$ cat config.mk
export PLATFORM = sky130hd
export DESIGN_NAME = first_fit_block_allocator_unit
export DESIGN_NICKNAME = d
export VERILOG_FILES = /design/src/hw/rtl/ffba_pkg.sv /design/src/hw/rtl/ffba_seq.sv /design/src/hw/rtl/ffba_datapath.sv /design/src/hw/rtl/first_fit_block_allocator_unit.sv
export SDC_FILE = /design/constraint.sdc
export NUM_CORES = 2
export LEC_CHECK = 0
export BUFFER_PORTS_ARGS = -buffer_cell sky130_fd_sc_hd__buf_2
export CORE_MARGIN = 4
export CORE_UTILIZATION = 40
export DETAILED_ROUTE_END_ITERATION = 12
export SLEW_MARGIN = 5
export SYNTH_ARGS = -nofsm -noshare
export SYNTH_HDL_FRONTEND = slang
export SYNTH_SLANG_ARGS = --single-unit
$ cat constraint.sdc
create_clock -name clk -period 5.45 [get_ports clk]
set_input_delay 0.2725 -clock clk [delete_from_list [all_inputs] [get_ports clk]]
set_output_delay 0.2725 -clock clk [all_outputs]
set_load 0.02 [all_outputs]
$ cat src/hw/rtl/ffba_pkg.sv
// ffba_pkg: shared types, constants and the control program of the first-fit allocator.
// Used by ffba_seq, ffba_datapath, the top level and the checker. No dependencies.
package ffba_pkg;

    localparam int MAX_BLOCKS   = 64;
    localparam int IDX_W        = $clog2(MAX_BLOCKS);
    localparam int CNT_W        = IDX_W + 1;
    localparam int HEADER_BYTES = 24;
    localparam int SIZE_W       = 24;
    localparam int ADDR_W       = 32;
    localparam int PADDR_W      = 3;
    localparam int STEP_W       = 4;

    localparam logic [ADDR_W-1:0] BASE_RESET = 32'h0640_0000;
    localparam logic [ADDR_W-1:0] HDR_OFFSET = ADDR_W'(HEADER_BYTES);
    localparam logic [CNT_W-1:0]  CNT_FULL   = CNT_W'(MAX_BLOCKS);

    // register index, taken from paddr[2]
    localparam logic REG_HEAP_BASE = 1'b0;

    localparam logic CMD_ALLOC = 1'b0;
    localparam logic CMD_FREE  = 1'b1;

    typedef enum logic [1:0] {
        ST_OK      = 2'd0,
        ST_IGNORED = 2'd1,
        ST_FULL    = 2'd2,
        ST_UNKNOWN = 2'd3
    } status_t;

    typedef struct packed {
        logic              command;
        logic [SIZE_W-1:0] request_size;
        logic [ADDR_W-1:0] release_address;
    } req_t;

    typedef struct packed {
        logic [ADDR_W-1:0] payload_address;
        status_t           status;
    } rsp_t;

    typedef struct packed {
        logic [ADDR_W-1:0] start;
        logic [SIZE_W-1:0] size;
        logic              free;
    } entry_t;

    typedef logic [STEP_W-1:0] step_t;

    typedef enum logic [2:0] {
        C_NEVER,
        C_IGNORE,
        C_FREE,
        C_END,
        C_AHIT,
        C_FHIT,
        C_FULL
    } cond_sel_t;

    typedef enum logic [1:0] {
        WR_NONE,
        WR_USE,
        WR_RELEASE,
        WR_NEW
    } wr_op_t;

    typedef enum logic [1:0] {
        PA_ZERO,
        PA_HIT,
        PA_NEW
    } pa_sel_t;

    typedef enum logic [1:0] {
        IDX_HOLD,
        IDX_INC,
        IDX_DEC,
        IDX_CLR
    } idx_op_t;

    typedef struct packed {
        cond_sel_t cond_a;
        step_t     tgt_a;
        cond_sel_t cond_b;
        step_t     tgt_b;
        logic      loop;
        logic      idx_dec;
        wr_op_t    wr_op;
        logic      calc;
        logic      cnt_inc;
        pa_sel_t   pa_sel;
        status_t   status;
        logic      done;
    } ucode_t;

    typedef struct packed {
        idx_op_t idx_op;
        wr_op_t  wr_op;
        logic    calc;
        logic    cnt_inc;
        pa_sel_t pa_sel;
        status_t status;
        logic    done;
    } ctrl_t;

    typedef struct packed {
        logic ignore;
        logic is_free;
        logic scan_end;
        logic alloc_hit;
        logic free_hit;
        logic full;
    } flags_t;

    localparam step_t S_DISP0 = 4'd0;
    localparam step_t S_DISP1 = 4'd1;
    localparam step_t S_ASCAN = 4'd2;
    localparam step_t S_AHIT  = 4'd3;
    localparam step_t S_APP0  = 4'd4;
    localparam step_t S_APP1  = 4'd5;
    localparam step_t S_APP2  = 4'd6;
    localparam step_t S_FSCAN = 4'd7;
    localparam step_t S_FHIT  = 4'd8;
    localparam step_t S_IGN   = 4'd9;
    localparam step_t S_FULLW = 4'd10;
    localparam step_t S_UNKW  = 4'd11;

    function automatic ucode_t mk_word(cond_sel_t ca, step_t ta, cond_sel_t cb, step_t tb,
                                       logic lp, logic dec, wr_op_t wr, logic calc,
                                       logic cinc, pa_sel_t pa, status_t st, logic dn);
        ucode_t w;
        w.cond_a  = ca;
        w.tgt_a   = ta;
        w.cond_b  = cb;
        w.tgt_b   = tb;
        w.loop    = lp;
        w.idx_dec = dec;
        w.wr_op   = wr;
        w.calc    = calc;
        w.cnt_inc = cinc;
        w.pa_sel  = pa;
        w.status  = st;
        w.done    = dn;
        return w;
    endfunction

    function automatic ucode_t ucode_rom(step_t step);
        ucode_t w;
        unique case (step)
            S_DISP0: w = mk_word(C_IGNORE, S_IGN, C_NEVER, S_DISP0, 1'b0, 1'b0, WR_NONE,
                                 1'b0, 1'b0, PA_ZERO, ST_OK, 1'b0);
            S_DISP1: w = mk_word(C_FREE, S_FSCAN, C_NEVER, S_DISP0, 1'b0, 1'b0, WR_NONE,
                                 1'b0, 1'b0, PA_ZERO, ST_OK, 1'b0);
            S_ASCAN: w = mk_word(C_END, S_APP0, C_AHIT, S_AHIT, 1'b1, 1'b0, WR_NONE,
                                 1'b0, 1'b0, PA_ZERO, ST_OK, 1'b0);
            S_AHIT:  w = mk_word(C_NEVER, S_DISP0, C_NEVER, S_DISP0, 1'b0, 1'b0, WR_USE,
                                 1'b0, 1'b0, PA_HIT, ST_OK, 1'b1);
            S_APP0:  w = mk_word(C_FULL, S_FULLW, C_NEVER, S_DISP0, 1'b0, 1'b1, WR_NONE,
                                 1'b0, 1'b0, PA_ZERO, ST_OK, 1'b0);
            S_APP1:  w = mk_word(C_NEVER, S_DISP0, C_NEVER, S_DISP0, 1'b0, 1'b0, WR_NONE,
                                 1'b1, 1'b0, PA_ZERO, ST_OK, 1'b0);
            S_APP2:  w = mk_word(C_NEVER, S_DISP0, C_NEVER, S_DISP0, 1'b0, 1'b0, WR_NEW,
                                 1'b0, 1'b1, PA_NEW, ST_OK, 1'b1);
            S_FSCAN: w = mk_word(C_END, S_UNKW, C_FHIT, S_FHIT, 1'b1, 1'b0, WR_NONE,
                                 1'b0, 1'b0, PA_ZERO, ST_OK, 1'b0);
            S_FHIT:  w = mk_word(C_NEVER, S_DISP0, C_NEVER, S_DISP0, 1'b0, 1'b0, WR_RELEASE,
                                 1'b0, 1'b0, PA_ZERO, ST_OK, 1'b1);
            S_IGN:   w = mk_word(C_NEVER, S_DISP0, C_NEVER, S_DISP0, 1'b0, 1'b0, WR_NONE,
                                 1'b0, 1'b0, PA_ZERO, ST_IGNORED, 1'b1);
            S_FULLW: w = mk_word(C_NEVER, S_DISP0, C_NEVER, S_DISP0, 1'b0, 1'b0, WR_NONE,
                                 1'b0, 1'b0, PA_ZERO, ST_FULL, 1'b1);
            S_UNKW:  w = mk_word(C_NEVER, S_DISP0, C_NEVER, S_DISP0, 1'b0, 1'b0, WR_NONE,
                                 1'b0, 1'b0, PA_ZERO, ST_UNKNOWN, 1'b1);
            default: w = mk_word(C_NEVER, S_DISP0, C_NEVER, S_DISP0, 1'b0, 1'b0, WR_NONE,
                                 1'b0, 1'b0, PA_ZERO, ST_OK, 1'b1);
        endcase
        return w;
    endfunction

endpackage

$ cat src/hw/rtl/ffba_seq.sv
// ffba_seq: step counter, control ROM lookup and conditional jumps.
// Depends on ffba_pkg; drives the control word of ffba_datapath.
module ffba_seq
    import ffba_pkg::*;
(
    input  logic   clk,
    input  logic   rst_n,
    input  logic   start,
    input  flags_t flags,
    output logic   busy,
    output logic   accept,
    output ctrl_t  ctrl
);

    step_t  step_reg;
    step_t  step_next;
    logic   busy_reg;
    logic   busy_next;
    ucode_t word;
    logic   jump_a;
    logic   jump_b;

    function automatic logic cond_true(cond_sel_t sel, flags_t f);
        logic r;
        unique case (sel)
            C_IGNORE: r = f.ignore;
            C_FREE:   r = f.is_free;
            C_END:    r = f.scan_end;
            C_AHIT:   r = f.alloc_hit;
            C_FHIT:   r = f.free_hit;
            C_FULL:   r = f.full;
            default:  r = 1'b0;
        endcase
        return r;
    endfunction

    assign busy   = busy_reg;
    assign accept = start && !busy_reg;
    assign word   = ucode_rom(step_reg);
    assign jump_a = busy_reg && cond_true(word.cond_a, flags);
    assign jump_b = busy_reg && !jump_a && cond_true(word.cond_b, flags);

    always_comb
    begin
        ctrl.wr_op   = busy_reg ? word.wr_op : WR_NONE;
        ctrl.calc    = busy_reg && word.calc;
        ctrl.cnt_inc = busy_reg && word.cnt_inc;
        ctrl.pa_sel  = word.pa_sel;
        ctrl.status  = word.status;
        ctrl.done    = busy_reg && word.done;
        if (!busy_reg || word.done)
        begin
            ctrl.idx_op = IDX_CLR;
        end
        else if (word.idx_dec)
        begin
            ctrl.idx_op = IDX_DEC;
        end
        else if (word.loop && !jump_a && !jump_b)
        begin
            ctrl.idx_op = IDX_INC;
        end
        else
        begin
            ctrl.idx_op = IDX_HOLD;
        end
    end

    always_comb
    begin
        busy_next = busy_reg;
        step_next = step_reg;
        if (!busy_reg)
        begin
            step_next = S_DISP0;
            if (start)
            begin
                busy_next = 1'b1;
            end
        end
        else if (word.done)
        begin
            busy_next = 1'b0;
            step_next = S_DISP0;
        end
        else if (jump_a)
        begin
            step_next = word.tgt_a;
        end
        else if (jump_b)
        begin
            step_next = word.tgt_b;
        end
        else if (!word.loop)
        begin
            step_next = step_reg + 1'b1;
        end
    end

    always_ff @(posedge clk or negedge rst_n)
    begin
        if (!rst_n)
        begin
            busy_reg <= 1'b0;
            step_reg <= S_DISP0;
        end
        else
        begin
            busy_reg <= busy_next;
            step_reg <= step_next;
        end
    end

endmodule

$ cat src/hw/rtl/ffba_datapath.sv
// ffba_datapath: block table memory, scan index, entry count, compares and result register.
// Depends on ffba_pkg; steered by the control word from ffba_seq.
module ffba_datapath
    import ffba_pkg::*;
(
    input  logic              clk,
    input  logic              rst_n,
    input  logic              accept,
    input  req_t              request,
    input  logic [ADDR_W-1:0] heap_base,
    input  ctrl_t             ctrl,
    output flags_t            flags,
    output rsp_t              result,
    output logic              result_valid
);

    entry_t mem [MAX_BLOCKS];

    entry_t             rd_data_reg;
    logic [IDX_W-1:0]   rd_addr;
    logic               wr_en;
    logic [IDX_W-1:0]   wr_addr;
    entry_t             wr_data;

    logic [CNT_W-1:0]   idx_reg;
    logic [CNT_W-1:0]   idx_next;
    logic [CNT_W-1:0]   count_reg;
    logic [CNT_W-1:0]   count_next;

    logic               cmd_reg;
    logic [SIZE_W:0]    aligned_reg;
    logic [ADDR_W-1:0]  rel_reg;
    logic [ADDR_W-1:0]  new_start_reg;
    rsp_t               result_reg;
    logic               valid_reg;

    logic [SIZE_W:0]    aligned_in;
    logic [SIZE_W:0]    size_dec;
    logic [ADDR_W-1:0]  hit_payload;
    rsp_t               result_next;

    assign aligned_in  = ({1'b0, request.request_size} + (SIZE_W+1)'(7))
                         & ~((SIZE_W+1)'(7));
    assign size_dec    = {(rd_data_reg.size == '0), rd_data_reg.size};
    assign hit_payload = rd_data_reg.start + HDR_OFFSET;

    always_comb
    begin
        flags.ignore    = (cmd_reg == CMD_FREE) ? (rel_reg == '0) : (aligned_reg == '0);
        flags.is_free   = (cmd_reg == CMD_FREE);
        flags.scan_end  = (idx_reg == count_reg);
        flags.alloc_hit = rd_data_reg.free && (size_dec >= aligned_reg);
        flags.free_hit  = (hit_payload == rel_reg);
        flags.full      = (count_reg == CNT_FULL);
    end

    always_comb
    begin
        case (ctrl.idx_op)
            IDX_INC: idx_next = idx_reg + 1'b1;
            IDX_DEC: idx_next = idx_reg - 1'b1;
            IDX_CLR: idx_next = '0;
            default: idx_next = idx_reg;
        endcase
    end

    assign count_next = ctrl.cnt_inc ? count_reg + 1'b1 : count_reg;
    assign rd_addr    = idx_next[IDX_W-1:0];

    always_comb
    begin
        wr_en   = (ctrl.wr_op != WR_NONE);
        wr_addr = idx_reg[IDX_W-1:0];
        wr_data = rd_data_reg;
        case (ctrl.wr_op)
            WR_USE:
            begin
                wr_data.free = 1'b0;
            end
            WR_RELEASE:
            begin
                wr_data.free = 1'b1;
            end
            WR_NEW:
            begin
                wr_addr       = count_reg[IDX_W-1:0];
                wr_data.start = new_start_reg;
                wr_data.size  = aligned_reg[SIZE_W-1:0];
                wr_data.free  = 1'b0;
            end
            default:
            begin
                wr_data = rd_data_reg;
            end
        endcase
    end

    always_comb
    begin
        result_next.status = ctrl.status;
        case (ctrl.pa_sel)
            PA_HIT:  result_next.payload_address = hit_payload;
            PA_NEW:  result_next.payload_address = new_start_reg + HDR_OFFSET;
            default: result_next.payload_address = '0;
        endcase
    end

    always_ff @(posedge clk)
    begin
        if (wr_en)
        begin
            mem[wr_addr] <= wr_data;
        end
        rd_data_reg <= mem[rd_addr];
    end

    always_ff @(posedge clk)
    begin
        if (accept)
        begin
            cmd_reg     <= request.command;
            aligned_reg <= aligned_in;
            rel_reg     <= request.release_address;
        end
        if (ctrl.calc)
        begin
            new_start_reg <= (count_reg == '0) ? heap_base
                           : rd_data_reg.start + HDR_OFFSET + ADDR_W'(size_dec);
        end
        if (ctrl.done)
        begin
            result_reg <= result_next;
        end
    end

    always_ff @(posedge clk or negedge rst_n)
    begin
        if (!rst_n)
        begin
            idx_reg   <= '0;
            count_reg <= '0;
            valid_reg <= 1'b0;
        end
        else
        begin
            idx_reg   <= idx_next;
            count_reg <= count_next;
            valid_reg <= ctrl.done;
        end
    end

    assign result       = result_reg;
    assign result_valid = valid_reg;

endmodule

$ cat src/hw/rtl/first_fit_block_allocator_unit.sv
// First-fit block allocator: one request at a time, started by start while busy is low.
// Ignored requests skip the table scan; an alloc stops at the first free entry that fits
// or else tries to append a new entry; a free stops at the matching entry or the table end.
// Each request gives one result beat; the request rate is set by the one-entry-a-cycle
// table scan through the single read port. Reset clears the entry count and the sequencer;
// the table contents stay undefined until written, with no clearing pass.
module first_fit_block_allocator_unit
    import ffba_pkg::*;
(
    input  logic               clk,
    input  logic               rst_n,
    input  logic               psel,
    input  logic               penable,
    input  logic               pwrite,
    input  logic [PADDR_W-1:0] paddr,
    input  logic [31:0]        pwdata,
    output logic [31:0]        prdata,
    output logic               pready,
    input  logic               start,
    output logic               busy,
    input  req_t               request,
    output rsp_t               result,
    output logic               result_valid
);

    logic [ADDR_W-1:0] heap_base_reg;
    logic              accept;
    ctrl_t             ctrl;
    flags_t            flags;
    logic              reg_sel;

    assign pready  = 1'b1;
    assign reg_sel = paddr[2];
    assign prdata  = (reg_sel == REG_HEAP_BASE) ? heap_base_reg : '0;

    always_ff @(posedge clk or negedge rst_n)
    begin
        if (!rst_n)
        begin
            heap_base_reg <= BASE_RESET;
        end
        else if (psel && penable && pwrite && (reg_sel == REG_HEAP_BASE))
        begin
            heap_base_reg <= pwdata;
        end
    end

    ffba_seq u_seq (
        .clk    (clk),
        .rst_n  (rst_n),
        .start  (start),
        .flags  (flags),
        .busy   (busy),
        .accept (accept),
        .ctrl   (ctrl)
    );

    ffba_datapath u_dp (
        .clk          (clk),
        .rst_n        (rst_n),
        .accept       (accept),
        .request      (request),
        .heap_base    (heap_base_reg),
        .ctrl         (ctrl),
        .flags        (flags),
        .result       (result),
        .result_valid (result_valid)
    );

endmodule

==> impl_results.md <==
- R2r setup slk: -0.74 ns
- Most common library cells after synthesis: 3,854 x nand2_1, 3,769 x edfxtp_1, 970 x nand3_1, 823 x clkbuf_1, 688 x a311oi_1
- CP Data Required Time: 6.31 ns
- Total Wirelength: between 500 and 600 mm
- Share of cells above drive strength 1: about a quarter
- Reg-to-Reg End: u_dp.rd_data_reg[4]
- Post-synth EDFFs: roughly 3,800
- Post-synth top area cell: edfxtp_1
- Worst-Margin Slew: roughly 1.4 ns
- Minimum clock period: 6.19 ns
- Area Growth Syn to Fin: 27.5%
- Mux contribution to synthesized area: 0.267%
- Cell with the most instances after synthesis: nand2_1
- Cell area after synthesis: ~160,000 µm²
- H-tree levels: 5
- Clk slew on worst S/H paths: around 0.070 ns
- Post-Synth XOR/XNOR Area: less than 1%
- Final hold violation count: 0
- Final Max Slew Viols: 0
- Main combinational cell family by area after synthesis: simple AND/OR/NAND/NOR gates
- WP buf/inv: 12
- Worst hold path type: in2async
- CP arrival: about 7 ns
- Unique cell type count in the Yosys netlist: 90
- Initial antenna violation count: 31
- TritonCTS clock tree: yes
- Largest net degree at the start of global routing: 65
- Die W: 637 µm
- CP Launch Type: flip-flop
- Overflow left after global routing: 0
- # clock sinks: between 3,000 and 4,000
- NumNets Final: 14,032
- Setup Skew: about 0.087 ns
- Post-synthesis compound-gate area fraction: around 7.5%
- FF+latch area: 116,000 µm²
- Drt pass-1 iters: 8
- DRT iter0 DRCs: ~17,000
- Post-Syn Area per Cell: 12.7 µm²
- IO Count: 167
- Syn nets: between 10,000 and 15,000
- First-pass GRT wire length: ~780 mm
- Max reg flops: around 3,600
- FF-to-FF path depth: 34
- Dominant cells by area after synthesis: edfxtp_1 72%, nand2_1 9.1%, a311oi_1 3.8%
- Max cap viols: 0
- Setup Viol. Count Final: 57
- Status: finished, violations left
- Slowest CP cell: or4_1
- Slew HR: just under 10%
- Drt drc: 0
- DP HPWL: between 300 and 400 mm
- Syn Inst Count: ~12,000
- Vias: approximately 110k
- Global placement routability congestion: between 0.9 and 1
- I/O Buffers: around 160
- Crit Path Max Fanout: 7
- Total core area: between 300,000 and 400,000 µm²
- Sequential element share of the synthesized area: about three quarters
- Fillcell total: about 33,000
- Slowest cell delay on critical path: approximately 0.53 ns
- Critical path class: reg2reg
- Total Routing Usage GR: 26.4%
- Row cnt: 230
- ANT nets after route: 0
- CTS buffer count: slightly below 400
- Multi-input gate area: about 44,000 µm²
- Ratio of final minimum period to clock period: 114%
- Max Root-Sink Buffers: 4
- Initial core utilization: roughly two fifths
- Via/cell ratio: a little under 6
- Reg2Reg Launch Point: u_dp.rd_data_reg[29]
- Post-synth top flop: edfxtp_1
- Worst skew pair latency: 0.98 ns
- Failing checks: setup timing
- RSZ-0062 raised after global routing: yes
- Die footprint: about 410,000 µm²
- Crit path top cell by count: buf_6
- Proportion of netlist area held by the largest area contributor: 71.5%
- Synthesized flop and latch total: 3,878
- Post-Synth Adder-Cell Area: less than 1%
- Avg WL per Cell: between 20 and 30 µm
- Synth Warn #: 0
- Height of the die: about 640 µm
- CP endpoint kind: flip-flop
- Fmax: between 150 and 200 MHz
- Worst slack, placed: -1.53 ns
- Crit path setup slack, layout: -0.741 ns
- Vias in the first global route: between 100k and 150k
- Async S/R FF share, synth: 1.34%
- Crit path max-delay family: compound AO/OA/AOI/OAI gates
- Post-synthesis simple-gate area fraction: between 10% and 20%
- Critical Path Stages: 34
- Clock root cell: clkbuf_16
==> worst reg2reg max path: cells and delay by family, from the launching register on <==
| kind | cells | cell delay [ns] |
|---|---|---|
| AO/OA/AOI/OAI | 11 | 2.11 |
| buffers and inverters | 12 | 1.66 |
| AND/OR/NAND/NOR | 8 | 1.53 |
| flip-flops | 1 | 0.34 |
| adder cells (fa/ha/maj) | 2 | 0.29 |
| XOR/XNOR | 1 | 0.13 |
==> how the worst max path moves through the flow <==
stage	startpoint	end	slack [ns]
floorplan	u_dp.rd_data_reg[28]	u_dp.rd_data_reg[7]	0.01
global placement	u_dp.rd_data_reg[5]	u_dp.rd_data_reg[32]	-1.52
detailed placement	u_dp.rd_data_reg[5]	u_dp.rd_data_reg[32]	-1.53
CTS	u_dp.rd_data_reg[29]	u_dp.rd_data_reg[37]	-0.65
global route	u_dp.rd_data_reg[29]	u_dp.rd_data_reg[4]	-0.87
finish	u_dp.rd_data_reg[29]	u_dp.rd_data_reg[4]	-0.74
==> through the flow <==
step / instances / cell area [µm²] / hold WS [ns] / utilization [%] / setup TNS (ns)
4_1_cts: 19296 / 197000 / 0.000102 / 50.1 / -27.95
5_1_grt: 19424 / 202000 / 0.0462 / 51.3 / -41.63
6_report: 19429 / 202000 / 0.0135 / 51.3 / -33.75
3_5_place_dp: 18243 / 176000 / 0.451 / 44.8 / -62.99
3_3_place_gp: 18243 / 176000 / 0.451 / 44.8 / -61.65
2_1_floorplan: 12415 / 159000 / -0.0231 / - / 0
==> layer usage <==
| metal | part of all wire (%) | track usage, % | vias to the layer above |
|---|---|---|---|
| met4 | 5.3 | 11.5 | 6 |
| met5 | 0.0053 | 0 | - |
| met1 | 39 | 36.2 | 57632 |
| met3 | 11 | 5.01 | 1254 |
| li1 | - | - | 49108 |
| met2 | 45 | 41.2 | 6730 |
==> cells by family (layout without fill, tap and decap cells) <==
kind of cell / count (synthesis) / count (layout)
AND/OR/NAND/NOR: 5730 / 5730
flip-flops: 3878 / 3878
AO/OA/AOI/OAI: 1620 / 1621
buffers and inverters: 945 / 2729
adder cells (fa/ha/maj): 68 / 68
other: 1 / 10
XOR/XNOR: 135 / 135
multiplexers: 38 / 38
==> layout by cell type (no fill, tap or decap), drive strengths merged, types with 54 or more instances in the layout <==
cell,netlist,final
nor2,187,187
o21ai,76,76
a31oi,238,238
xnor2,95,95
inv,72,85
a311oi,688,688
ha,66,66
nand3,970,970
clkbuf,823,547
a21oi,294,294
bufinv,0,54
nand2,3855,3855
dlygate4sd3,0,134
dfxtp,57,57
buf,50,1741
clkinv,0,135
edfxtp,3769,3769
a211oi,181,181
and3,480,480
==> layout make-up <==
class / instances / area share [%]
Inverter: 72 / 0.150
Clock inverter: 217 / 1.32
Clock buffer: 513 / 5.29
Tap cell: 5220 / 3.24
Timing Repair Buffer: 1925 / 10.6
Antenna cell: 9 / 0.0112
Multi-Input combinational cell: 7593 / 22.0
Sequential cell: 3878 / 57.3
Timing Repair inverter: 2 / 0.0229
==> timing repair <==
action / CTS / global route
pin swaps: 298 / 397
cloned: 63 / 38
hold buffers: 134 / 0
resized for setup: 691 / 707
setup endpoints to repair: 58 / 57
endpoints found under the hold margin: 139 / 0
buffers inserted: 143 / 125
Power is not shown: default switching activity piles up to over one toggle a cycle in this logic, so the estimate is an artifact.
